--- src/hw/rtl/brdd_pkg.sv ---
// Shared constants and register codes for the binary row dilation block.
package brdd_pkg;

    localparam int ROW_WIDTH_DEF  = 64;
    localparam int MAX_RADIUS_DEF = 2;

    localparam int APB_AW = 3;
    localparam int APB_DW = 32;

    localparam int RADIUS_W = 2;
    localparam int IMG_W_W  = 7;

    localparam logic [RADIUS_W-1:0] RADIUS_RST = 2'd1;
    localparam logic [IMG_W_W-1:0]  IMG_W_RST  = 7'd64;

    typedef enum logic {
        CFG_RADIUS = 1'b0,
        CFG_WIDTH  = 1'b1
    } t_cfg_reg;

endpackage

--- src/hw/rtl/brdd_ctx_mem.sv ---
// Context memory holding the row window and row count, with a registered read.
module brdd_ctx_mem import brdd_pkg::*; #(
    parameter int WORD_W = 259
) (
    input  logic              i_clk,
    input  logic              i_rst_n,
    input  logic              i_rd_en,
    input  logic              i_wr_en,
    input  logic [WORD_W-1:0] i_wr_data,
    output logic [WORD_W-1:0] o_rd_data
);

    logic [WORD_W-1:0] r_mem [1];
    logic              r_valid;
    logic [WORD_W-1:0] r_rd_data;
    logic              r_rd_valid;

    always_ff @(posedge i_clk) begin
        if (i_wr_en) begin
            r_mem[0] <= i_wr_data;
        end
        if (i_rd_en) begin
            r_rd_data <= r_mem[0];
        end
    end

    always_ff @(posedge i_clk) begin
        if (!i_rst_n) begin
            r_valid    <= 1'b0;
            r_rd_valid <= 1'b0;
        end else begin
            if (i_wr_en) begin
                r_valid <= 1'b1;
            end
            if (i_rd_en) begin
                r_rd_valid <= r_valid;
            end
        end
    end

    assign o_rd_data = r_rd_valid ? r_rd_data : '0;

endmodule

--- config.mk ---
export PLATFORM = sky130hd
export DESIGN_NAME = brdd_ctx_mem
export DESIGN_NICKNAME = d
export VERILOG_FILES = /design/src/hw/rtl/brdd_pkg.sv /design/src/hw/rtl/brdd_ctx_mem.sv
export SDC_FILE = /design/constraint.sdc
export NUM_CORES = 1
export LEC_CHECK = 0
export ABC_AREA = 1
export ABC_CLOCK_PERIOD_IN_PS = 1050
export BUFFER_PORTS_ARGS = -buffer_cell sky130_fd_sc_hd__buf_2
export CORE_ASPECT_RATIO = 0.75
export CORE_UTILIZATION = 46
export DETAILED_ROUTE_END_ITERATION = 16
export PLACE_DENSITY = 0.75
export SLEW_MARGIN = 20
export SYNTH_ARGS = -nofsm -noshare
export SYNTH_HDL_FRONTEND = slang
export SYNTH_SLANG_ARGS = --single-unit
--- constraint.sdc ---
create_clock -name i_clk -period 1.05 [get_ports i_clk]
set_clock_uncertainty 0.15 [all_clocks]
set_input_delay 0.21 -clock i_clk [delete_from_list [all_inputs] [get_ports i_clk]]
set_output_delay 0.21 -clock i_clk [all_outputs]
set_load 0.01 [all_outputs]
==> summary.md, run 1 <==
The root buffer cell chosen for the clock tree is sky130_fd_sc_hd__clkbuf_16. The signal on the critical path passes through buf_12 -> clkbuf_16 -> buf_4 -> nand2_1 -> inv_1 -> buf_2. The routed length per placed instance came out at 22.5 um. Number of global-route vias before repair: 12953.

Setup repair after global routing could not meet its margin everywhere. The run finished, with violations left. The effective utilization at floorplan came out at 46.7%.

Counting every sink on the clock net gives 520. Minimum hold slack: 14.8 ps. From synthesis to final layout, the design area changed by 57.0%. Across the run, the number of max-cap violations was 0.

After layout, the worst path uses 193% of the clock period. For the post-place setup slack, the log shows -356 ps. The number of different library cells used by synthesis comes to 9.

The final weighted congestion in routability-driven placement was 0.886; the number of port buffers was 521. The highest net fanout along the worst path is 5, and the maximum level of the CTS H-tree is 2. The first TritonRoute pass finished after 5 iterations. The slowest stage of the critical path is the sky130_fd_sc_hd__dfxtp_4 cell.

The worst hold path belongs to the class input pin to flip-flop. Counting every instance in the synthesized netlist gives 1073. The checks that failed: negative setup slack. By startpoint and endpoint, the worst setup path is classified as flip-flop to output port. The core outline area is 38200 um2, and the fmax is 493 MHz. The combined global-route utilization of all metal layers was 25.4%; the number of register bits inferred by synthesis was 520. The maximum vdd ir drop is 0.00149 V, and the detailed placer's ending HPWL is 28.7 mm. Number of failing hold endpoints at the final stage: 0.

STA classifies the critical path startpoint as a flip-flop. The run gives 265 as the total of endpoints with negative setup slack in the final report. The die is 173 um tall. On the worst path, the slowest cell contributes a delay of 400 ps.

The number of vias per cell is 4.89, and the total length of routed wires is 57.2 mm. For this run, design rule violations remaining after detail routing come to 0. Clock-pin slew was measured on the worst setup and hold paths at 70 ps. The placed instances occupy a cell area of 21900 um2. The actual transition at the worst max-transition pin is 360 ps, and the residual overflow from global routing is 0. The maximum number of pins on one net before global-route repair was 46; the number of nets in the layout was 2247.

The initialized floorplan defines 62 standard-cell rows. For this block, the initial DRC count from the detailed router was 1000. The logs give 522 for the boundary pin count and 76.0% for the tightest slew margin relative to the limit.

The logs give 550 ps for the source-to-sink clock delay at the later pin of the worst-skew pair and 13 for the initial antenna violation count. Netlist area before placement: 17900 um2. The tools report the overall via count from detail_route as 12433.

The logs give 0 for the count of yosys warnings during synthesis and -232000 ps for the post-route setup TNS. The width of the die came out at 229 um. Post-synthesis area per instance: 16.6 um2.

The die covers 39600 um2. The finished cells cover 28000 um2. The wire length of the first global-routing pass is 75.6 mm, and the static leakage is 13.1 nW. STA classifies the critical path endpoint as an output port. The ratio of cells with drive above 1 in the final layout is 51.5%, and the max-slew violation count is 0. Counting the buffers created by CTS gives 48. Power spread over the standard cell area amounts to 1690 nW/um2. The post-route worst setup slack is -979 ps, and the clock period minus final worst setup slack is 2030 ps. TritonCTS built the clock tree. At the worst endpoint, the arrival time is 1670 ps. The net count after synthesis is 1336.

The tools report the number of nets with antenna violations after routing as 0. Counting along the longest clock path gives a buffer depth of 3. Summing the sequential cell areas from Yosys gives 87.4% of the chip area.

Data on the critical path is required at its endpoint by 690 ps.
## final timing paths
check	startpoint	end	slack (ps)	cells after the start
setup / recovery	r_rd_valid	o_rd_data[16]	-980	6
hold / removal	i_wr_en	r_mem[0][116]	10	2
setup reg to reg	r_rd_valid	r_rd_valid	-140	4
hold reg to reg	r_mem[0][84]	r_rd_data[84]	260	0
## synthesized netlist by cell type, drive strengths merged
cell type    n  share of area (%)
inv        260                5.5
nor2         2              0.042
dfxtp        2               0.22
o21a         1              0.042
nand2      261                5.5
buf         29                1.6
edfxtp     518                 87
## layout by cell type (no fill, tap or decap), types with 11 or more instances in the layout
master	Yosys	routed
sky130_fd_sc_hd__nand2_4	0	85
sky130_fd_sc_hd__clkbuf_1	0	11
sky130_fd_sc_hd__buf_2	6	401
sky130_fd_sc_hd__buf_12	0	34
sky130_fd_sc_hd__clkinv_1	0	11
sky130_fd_sc_hd__clkbuf_16	0	55
sky130_fd_sc_hd__inv_2	0	203
sky130_fd_sc_hd__diode_2	0	13
sky130_fd_sc_hd__edfxtp_1	518	518
sky130_fd_sc_hd__nand2_2	0	60
sky130_fd_sc_hd__nand2_1	261	116
sky130_fd_sc_hd__inv_1	260	54
sky130_fd_sc_hd__dlygate4sd3_1	0	262
sky130_fd_sc_hd__buf_6	22	118
sky130_fd_sc_hd__buf_4	1	54
## kinds of logic (layout without fill, tap and decap cells)
group / count (synthesis) / after routing / synth area share, %
compound gates: 1 / 1 / 0.0421
simple gates: 263 / 263 / 5.53
flops: 520 / 520 / 87.4
buf+inv: 289 / 1235 / 7.07
other cells: 0 / 13 / 0
## sequential cells by signal, indices dropped and copies added, names as in the netlist
| register | cells |
|---|---|
| r_mem | 259 |
| r_rd_data | 259 |
| r_rd_valid | 1 |
| r_valid | 1 |
## final cells by class
cell class | instances | area (um2)
Timing Repair Buffer | 890 | 7490
Clock buffer | 60 | 1270
Tap cell | 512 | 641
Fill cell | 2058 | 10200
Multi-Input combinational cell | 264 | 1780
Inverter | 260 | 983
Sequential cell | 520 | 15600
Clock inverter | 25 | 229
Antenna cell | 13 | 32.5
## where the power goes
part	switching [W]	internal [W]
Clock	0.00783	0.00956
Combinational	0.00231	0.00241
Sequential	0.000717	0.0246
Total	0.0109	0.0366
## through the flow
step	power, W	std cells	utilization (%)
after floorplan	0.0263	1073	-
after global placement	0.0281	2158	57.2
after detailed placement	0.0283	2158	57.2
after CTS	0.0461	2519	69.6
after global routing	0.0487	2544	73.3
final	0.0474	2544	73.3
## what timing repair did
item | 4_1_cts | 5_1_grt
resized for setup | 98 | 285
setup buffers | 7 | 4
endpoints found under the hold margin | 281 | 9
gates cloned | 4 | 8
hold buffers | 265 | 2
setup endpoints to repair | 260 | 416
## critical path: cells and delay by family (launching register included)
kind	cells	cell delay, ps
DFF	1	400
buffers and inverters	5	640
and+or+nand+nor	1	60
## per-layer routing
layer / GRT usage, % / wire length, um
met2: 45.3 / 29800
met5: 0 / 0
met4: 9.69 / 2620
met1: 29.6 / 19400
met3: 6.00 / 5370
Power figures use the tool's default switching activity.
==> run 2, diff against run 1 <==
--- a/config.mk
+++ b/config.mk
@@ -11,7 +11,8 @@
 export CORE_ASPECT_RATIO = 0.75
 export CORE_UTILIZATION = 46
 export DETAILED_ROUTE_END_ITERATION = 16
-export PLACE_DENSITY = 0.75
+export PLACE_DENSITY = 0.73
+export SETUP_SLACK_MARGIN = 0.15
 export SLEW_MARGIN = 20
 export SYNTH_ARGS = -nofsm -noshare
 export SYNTH_HDL_FRONTEND = slang
==> run 2 against run 1 <==
Utilization rose by 1.8 points. Flip-flop and latch count did not move. Non-clock buffer count fell by 15. The run ends with negative hold slack, negative setup slack left. Sequential share of layout area fell by 1.4 points. Largest cell class unchanged. Clock-buffer cell count fell by 2. Final cell count fell by 0.43%. Routed wire length rose by 3.1%. Via count rose by 1.1%. Combinational power rose by 4.7%. Highest routed layer unchanged. Register-to-register slack got worse by 100 ps.
==> summary.md, run 2 (synthesized netlist as in run 1, its figures left out) <==
The number of cell rows is 62 (unchanged). The class of the tightest hold or removal check was input pin to flip-flop (unchanged). The overall via count from detail_route is 12568 (was 12433), and the routed length per placed instance is 23.3 um (was 22.5 um). The run gives 690 ps (about the same) as the endpoint required time on the critical path. For the wire length of the first global-routing pass, the log shows 70.9 mm (was 75.6 mm). TritonCTS built the clock tree. The combined global-route utilization of all metal layers is 23.9% (was 25.4%), and the die boundary height is 173 um (unchanged). The total length of routed wires was 58.9 mm (was 57.2 mm).

Registers with the highest flip-flop counts: r_mem: 259 flops, r_rd_data: 259 flops (unchanged). The run gives 20.2 mm (was 19.4 mm) as the routed metal-1 wire length. The tools report the endpoint class of the critical path as an output port (unchanged). The tools report the maximum number of pins on one net before global-route repair as 55 (was 46). For the source-to-sink clock delay at the later pin of the worst-skew pair, the log shows 560 ps (was 550 ps). The maximum level of the CTS H-tree was 2 (unchanged). The flow ran to the end, but the final reports show violations. The actual transition at the worst max-transition pin was 302 ps (was 360 ps).

The tools report the root buffer selected by CTS as sky130_fd_sc_hd__clkbuf_16 (unchanged). The ratio of cells with drive above 1 in the final layout was 55.7% (was 51.5%); the core outline area was 38200 um2 (unchanged). The maximum buffer depth of the clock tree is 3 (unchanged). The logs give 0 (unchanged) for the number of nets with antenna violations after routing and 486 MHz (was 493 MHz) for the fmax.

The logs give 0 (unchanged) for the max-cap violation count and 0 (unchanged) for the remaining design rule violation count. Critical register-to-register path endpoint: r_rd_valid (unchanged). Commonest cells after routing, fill and taps aside: sky130_fd_sc_hd__edfxtp_1 (518), sky130_fd_sc_hd__buf_2 (345), sky130_fd_sc_hd__dlygate4sd3_1 (260), sky130_fd_sc_hd__inv_2 (226), sky130_fd_sc_hd__buf_6 (169) (was sky130_fd_sc_hd__edfxtp_1 (518), sky130_fd_sc_hd__buf_2 (401), sky130_fd_sc_hd__dlygate4sd3_1 (262), sky130_fd_sc_hd__inv_2 (203), sky130_fd_sc_hd__buf_6 (118)). Highest net fanout along the worst path: 10 (was 5). Violated checks: negative hold slack, negative setup slack (was negative setup slack).

The logs give 12408 (was 12953) for the number of global-route vias before repair and -1010 ps (was -979 ps) for the post-route worst setup slack. The tools report the number of standard cells in the final layout excluding fillers as 2533 (was 2544). The worst hold path depth is 1 (was 2). Worst setup path category: flip-flop to output port (unchanged). The highest routing layer actually used is met4 (unchanged). The detailed placer's ending HPWL was 28.3 mm (was 28.7 mm); the total of endpoints with negative setup slack in the final report was 260 (was 265). The wire length on met3 came out at 5.05 mm (was 5.37 mm). The met2 wirelength from detailed routing is 30.4 mm (was 29.8 mm). Area of the die: 39600 um2 (unchanged). The most common cell after layout, fill and taps aside is sky130_fd_sc_hd__edfxtp_1 (unchanged). The effective utilization at floorplan came out at 46.7% (unchanged). The power density over cell area is 1730 nW/um2 (was 1690 nW/um2), and the number of failing hold endpoints at the final stage is 16 (was 0). The static leakage was 13.3 nW (was 13.1 nW).

The final worst-path cycle share was 196% (was 193%). The startpoint kind of the worst setup timing path is a flip-flop (unchanged). For the initial antenna violation count, the log shows 8 (was 13). The logs give 0.875 (was 0.886) for the final weighted congestion in routability-driven placement and 79.9% (was 76.0%) for the tightest slew margin relative to the limit. The run gives 260 (was 265) as the cts-stage hold buffer count. Setup repair after global routing could not meet its margin everywhere. The area added between synthesis and finish was 60.9% (was 57.0%). Sink of the worst hold path: r_mem[0][126] (was r_mem[0][116]). Fill cell instance count of the final layout: 1942 (was 2058). The maximum vdd ir drop came out at 0.00144 V (was 0.00149 V).

The CTS sink count is 520 (unchanged). The tools report the boundary pin count as 522 (unchanged). The logs give 1700 ps (was 1670 ps) for the data arrival time of the critical path and 49 (was 48) for the TritonCTS buffer count. Start point of the worst hold path: i_wr_en (unchanged).

The tools report the minimum hold slack as -121 ps (was 14.8 ps). For the length of the first detailed-routing pass in iterations, the log shows 7 (was 5). The number of port buffers is 521 (unchanged). The tools report the post-place setup slack as -336 ps (was -356 ps). The clock period minus final worst setup slack is 2060 ps (was 2030 ps). The register clock-pin slew on the reported worst setup and hold paths was 70 ps (about the same); the iteration-0 DRC count of the detailed router was 1082 (was 1000). For the number of nets in the layout, the log shows 2233 (was 2247). The tools report the worst reg2reg path startpoint as r_rd_valid (unchanged). The residual overflow from global routing was 0 (unchanged); the worst setup slack for register-to-register paths was -240 ps (was -140 ps). The count of cells along the worst register-to-register path was 6 (was 4).

The number of vias per cell works out to 4.96 (was 4.89). The run gives 2146 (was 2158) as the number of cells after detailed placement. The width of the die is 229 um (unchanged). The max-slew violation count is 0 (unchanged).
==> run 2: cell count changes in the layout (fill, tap and decap cells not counted), moves of 4 or more <==
| cell | change |
|---|---|
| sky130_fd_sc_hd__clkbuf_1 | -4 |
| sky130_fd_sc_hd__buf_6 | +51 |
| sky130_fd_sc_hd__inv_1 | -25 |
| sky130_fd_sc_hd__buf_12 | -5 |
| sky130_fd_sc_hd__nand2_1 | -51 |
| sky130_fd_sc_hd__buf_8 | +7 |
| sky130_fd_sc_hd__nand2_2 | +35 |
| sky130_fd_sc_hd__inv_2 | +23 |
| sky130_fd_sc_hd__buf_16 | -4 |
| sky130_fd_sc_hd__clkbuf_16 | +10 |
| sky130_fd_sc_hd__nand2_4 | +16 |
| sky130_fd_sc_hd__bufinv_16 | +6 |
| sky130_fd_sc_hd__buf_4 | -11 |
| sky130_fd_sc_hd__buf_2 | -56 |
==> run 2: worst max-delay path by stage <==
| stage | start | to | slack [ps] | cells after the start |
|---|---|---|---|---|
| after floorplan | r_rd_valid | o_rd_data[100] | -110 | 5 |
| after global placement | r_rd_valid | o_rd_data[27] | -300 | 4 |
| after detailed placement | r_rd_valid | o_rd_data[21] | -340 | 4 |
| after CTS | r_rd_valid | o_rd_data[21] | -950 | 4 |
| after global routing | r_rd_valid | o_rd_data[250] | -1050 | 6 |
| final | r_rd_valid | o_rd_data[250] | -1010 | 6 |
==> run 2: cell type report <==
cell class	count	area [um2]	share of cell area, %
multi-input cells	264	2000	6.96
repair buffers	875	7740	26.9
diodes	10	25.0	0.0871
clock buffers	58	1300	4.53
flip-flops and latches	520	15600	54.3
inverters	260	988	3.44
well taps	512	641	2.23
clock inverters	34	434	1.51
==> run 2: timing repair <==
action,in CTS,in global routing
pin swaps,0,3
gates cloned,0,18
buffers inserted,2,5
endpoints found under the setup margin,260,260
resized for setup,38,495
hold endpoints to repair,277,16
==> run 2: per-stage QoR <==
step | area [um2] | setup TNS (ps) | total power, W | utilization, %
floorplan | 18000 | -23710 | 0.0263 | -
global placement | 21700 | -124960 | 0.0281 | 56.8
detailed placement | 21700 | -129900 | 0.0282 | 56.8
CTS | 26200 | -229020 | 0.0479 | 68.6
global route | 28700 | -251120 | 0.0511 | 75.1
finish | 28700 | -238490 | 0.0498 | 75.1
==> run 2: layer usage <==
metal / vias to the layer above / global-route usage, %
met5: - / 0
met4: 0 / 11.3
met3: 210 / 5.33
met2: 877 / 41.4
met1: 6152 / 28.4
li1: 5329 / -
==> run 2: power breakdown <==
group          switching [W]  leakage (nW)  internal, W
Combinational        0.00242          7.34      0.00252
Sequential          0.000766          5.09       0.0246
Clock                0.00801         0.852       0.0114
==> run 2: critical path, cell delays in order, from the launching register on <==
cell and delay, ps:
sky130_fd_sc_hd__dfxtp_4 380, sky130_fd_sc_hd__buf_4 120, sky130_fd_sc_hd__buf_12 160, sky130_fd_sc_hd__clkbuf_16 200
sky130_fd_sc_hd__nand2_1 90, sky130_fd_sc_hd__inv_2 60, sky130_fd_sc_hd__buf_2 120
==> run 3, diff against run 2 <==
--- a/config.mk
+++ b/config.mk
@@ -12,6 +12,7 @@
 export CORE_UTILIZATION = 46
 export DETAILED_ROUTE_END_ITERATION = 16
 export PLACE_DENSITY = 0.73
+export REMOVE_ABC_BUFFERS = 1
 export SETUP_SLACK_MARGIN = 0.15
 export SLEW_MARGIN = 20
 export SYNTH_ARGS = -nofsm -noshare
==> run 3 against run 2 <==
The flow still finishes with violations (negative hold slack, negative setup slack). Via count shrank 6.6%. Setup slack improved by 90 ps. Sequential share of layout area rose by 5.1 points. First-iteration DRC count is 25% lower. Critical endpoint is now o_rd_data[143]. Die area stayed put.
==> summary.md, run 3 (synthesized netlist as in run 1, its figures left out) <==
The run finished, with violations left. Violated checks: negative hold slack, negative setup slack (unchanged). The switching part of the total power is 21.5% (was 22.5%), and the clock share of power is 37.1% (was 39.0%). The maximum number of pins on one net before global-route repair is 42 (was 55), and the overall power after layout is 0.0460 W (was 0.0498 W). For the endpoint required time on the critical path, the log shows 690 ps (about the same).

Highest routing layer actually used: met5 (was met4). The number of failing hold endpoints at the final stage came out at 1 (was 16). TritonCTS built the clock tree. The post-route setup TNS is -214140 ps (was -238490 ps), and the fmax is 509 MHz (was 486 MHz). The run gives 3 (unchanged) as the maximum buffer depth of the clock tree. Worst reg2reg path startpoint: r_rd_valid (unchanged).

Register clock-pin slew on the reported worst setup and hold paths: 60 ps (was 70 ps). The tools report the wire length on met3 as 3.84 mm (was 5.05 mm). The total of endpoints with negative setup slack in the final report was 260 (unchanged); the register share of total power was 54.7% (was 51.1%). The width of the die works out to 229 um (unchanged). The source-to-sink clock delay at the later pin of the worst-skew pair was 560 ps (about the same); the length of the first detailed-routing pass in iterations was 5 (was 7).

The net switching power was 0.00987 W (was 0.0112 W); the boundary pin count was 522 (unchanged). The final weighted congestion in routability-driven placement was 0.855 (was 0.875). The tools report the root buffer selected by CTS as sky130_fd_sc_hd__clkbuf_16 (unchanged). The number of vias per cell came out at 4.66 (was 4.96). Combined global-route utilization of all metal layers: 23.3% (was 23.9%). The tools report the launching instance or port of the critical path as r_rd_valid (unchanged). For the routed metal-1 wire length, the log shows 17.5 mm (was 20.2 mm). The routed length per placed instance is 19.2 um (was 23.3 um). The tools report the startpoint kind of the worst setup timing path as a flip-flop (unchanged). The ratio of cells with drive above 1 in the final layout came out at 36.2% (was 55.7%).

The tools report the start point of the worst hold path as i_rd_en (was i_wr_en). The remaining design rule violation count was 0 (unchanged); the number of cells after detailed placement was 2160 (was 2146). The data arrival time of the critical path is 1610 ps (was 1700 ps). Residual overflow from global routing: 0 (unchanged).

The detailed placer's ending HPWL was 28.0 mm (was 28.3 mm); the number of port buffers was 521 (unchanged). The area of the die was 39600 um2 (unchanged). Maximum level of the CTS H-tree: 2 (unchanged).

The total length of routed wires was 48.3 mm (was 58.9 mm). Worst setup path category: flip-flop to output port (unchanged). The run gives 520 (unchanged) as the CTS sink count. The most common cell after layout, fill and taps aside is sky130_fd_sc_hd__edfxtp_1 (unchanged). Registers with the highest flip-flop counts: r_mem: 259 flops, r_rd_data: 259 flops (unchanged).

Cts-stage hold buffer count: 260 (unchanged). The share of power burned in combinational logic was 8.2% (was 9.9%). The tools report the met2 wirelength from detailed routing as 25.1 mm (was 30.4 mm).

Number of nets in the layout: 2225 (was 2233). Clock period minus final worst setup slack: 1970 ps (was 2060 ps). The effective utilization at floorplan was 46.7% (unchanged); the max-slew violation count was 0 (unchanged). The logs give 69.4 mm (was 70.9 mm) for the wire length of the first global-routing pass and 0 (unchanged) for the max-cap violation count. The overall via count from detail_route came out at 11734 (was 12568).

The run gives 48 (was 49) as the TritonCTS buffer count. The final worst-path cycle share was 187% (was 196%). The number of global-route vias before repair was 12193 (was 12408); the maximum vdd ir drop was 0.00158 V (was 0.00144 V). The power density over cell area works out to 1750 nW/um2 (was 1730 nW/um2). The actual transition at the worst max-transition pin was 260 ps (was 302 ps); the initial antenna violation count was 5 (was 8). The static leakage was 12.5 nW (was 13.3 nW). The endpoint class of the critical path was an output port (unchanged). The iteration-0 DRC count of the detailed router came out at 813 (was 1082). Setup repair after global routing could not meet its margin everywhere.

For the core outline area, the log shows 38200 um2 (unchanged). The number of cell rows was 62 (unchanged). The logs give 0 (unchanged) for the number of nets with antenna violations after routing and 2516 (was 2533) for the number of standard cells in the final layout excluding fillers. The area added between synthesis and finish is 47.1% (was 60.9%), and the die boundary height is 173 um (unchanged). The class of the tightest hold or removal check is input pin to flip-flop (unchanged). The tightest slew margin relative to the limit was 82.7% (was 79.9%); the internal power component was 0.0361 W (was 0.0386 W).

The highest net fanout along the worst path was 13 (was 10). Commonest cells after routing, fill and taps aside: sky130_fd_sc_hd__edfxtp_1 (518), sky130_fd_sc_hd__buf_2 (471), sky130_fd_sc_hd__dlygate4sd3_1 (260), sky130_fd_sc_hd__nand2_1 (248), sky130_fd_sc_hd__inv_1 (223) (was sky130_fd_sc_hd__edfxtp_1 (518), sky130_fd_sc_hd__buf_2 (345), sky130_fd_sc_hd__dlygate4sd3_1 (260), sky130_fd_sc_hd__inv_2 (226), sky130_fd_sc_hd__buf_6 (169)). The tools report the post-route worst setup slack as -916 ps (was -1010 ps).

For the minimum hold slack, the log shows -120 ps (was -121 ps).
run 3: area by class of cell:
class                      count  area [um2]
inverter                     260         976
sequential                   520       15600
clock inverter                27         243
multi-input combinational    264        1030
antenna                        5        12.5
tap                          512         641
clock buffer                  60        1270
fill                        2310       12000
timing repair buffer         868        6490
run 3: critical path: stages (launching register included):
cell	delay (ps)
sky130_fd_sc_hd__dfxtp_4	400
sky130_fd_sc_hd__buf_12	160
sky130_fd_sc_hd__buf_6	140
sky130_fd_sc_hd__nand2_1	70
sky130_fd_sc_hd__inv_1	110
sky130_fd_sc_hd__buf_2	160
run 3: layer usage:
layer | global-route usage [%] | vias to the layer above
met5 | 0 | -
met3 | 5.01 | 130
li1 | - | 5306
met1 | 27.8 | 5625
met4 | 10.3 | 2
met2 | 40.9 | 671
run 3: through the flow:
step	area [um2]	hold WS (ps)	setup slack (ps)	util, %
finish	26300	-120	-916	68.7
floorplan	17600	159	-3900	-
CTS	26000	-151	-908	68.0
detailed placement	21700	238	-301	56.6
global route	26300	-150	-986	68.6
global placement	21700	237	-285	56.6
run 3: timing repair:
| action | CTS | global route |
|---|---|---|
| setup buffers | 0 | 1 |
| endpoints found under the setup margin | 260 | 260 |
| resized for setup | 59 | 64 |
| gates cloned | 1 | 2 |
| endpoints found under the hold margin | 267 | 6 |
run 3: worst paths after layout:
| path | endpoint | slack [ps] | cells after the start |
|---|---|---|---|
| max | o_rd_data[143] | -920 | 5 |
| min reg2reg | r_rd_data[53] | 270 | 0 |
| max reg2reg | r_rd_valid | -20 | 4 |
| min | r_rd_data[241] | -120 | 1 |
run 3: power groups by stage:
stage	Combinational (W)	Sequential (W)	Clock (W)
after floorplan	0.000731	0.0254	0
after global placement	0.00257	0.0254	0
after detailed placement	0.00263	0.0255	0
after CTS	0.00356	0.0251	0.0171
after global routing	0.00404	0.0252	0.0181
final	0.00378	0.0251	0.0170
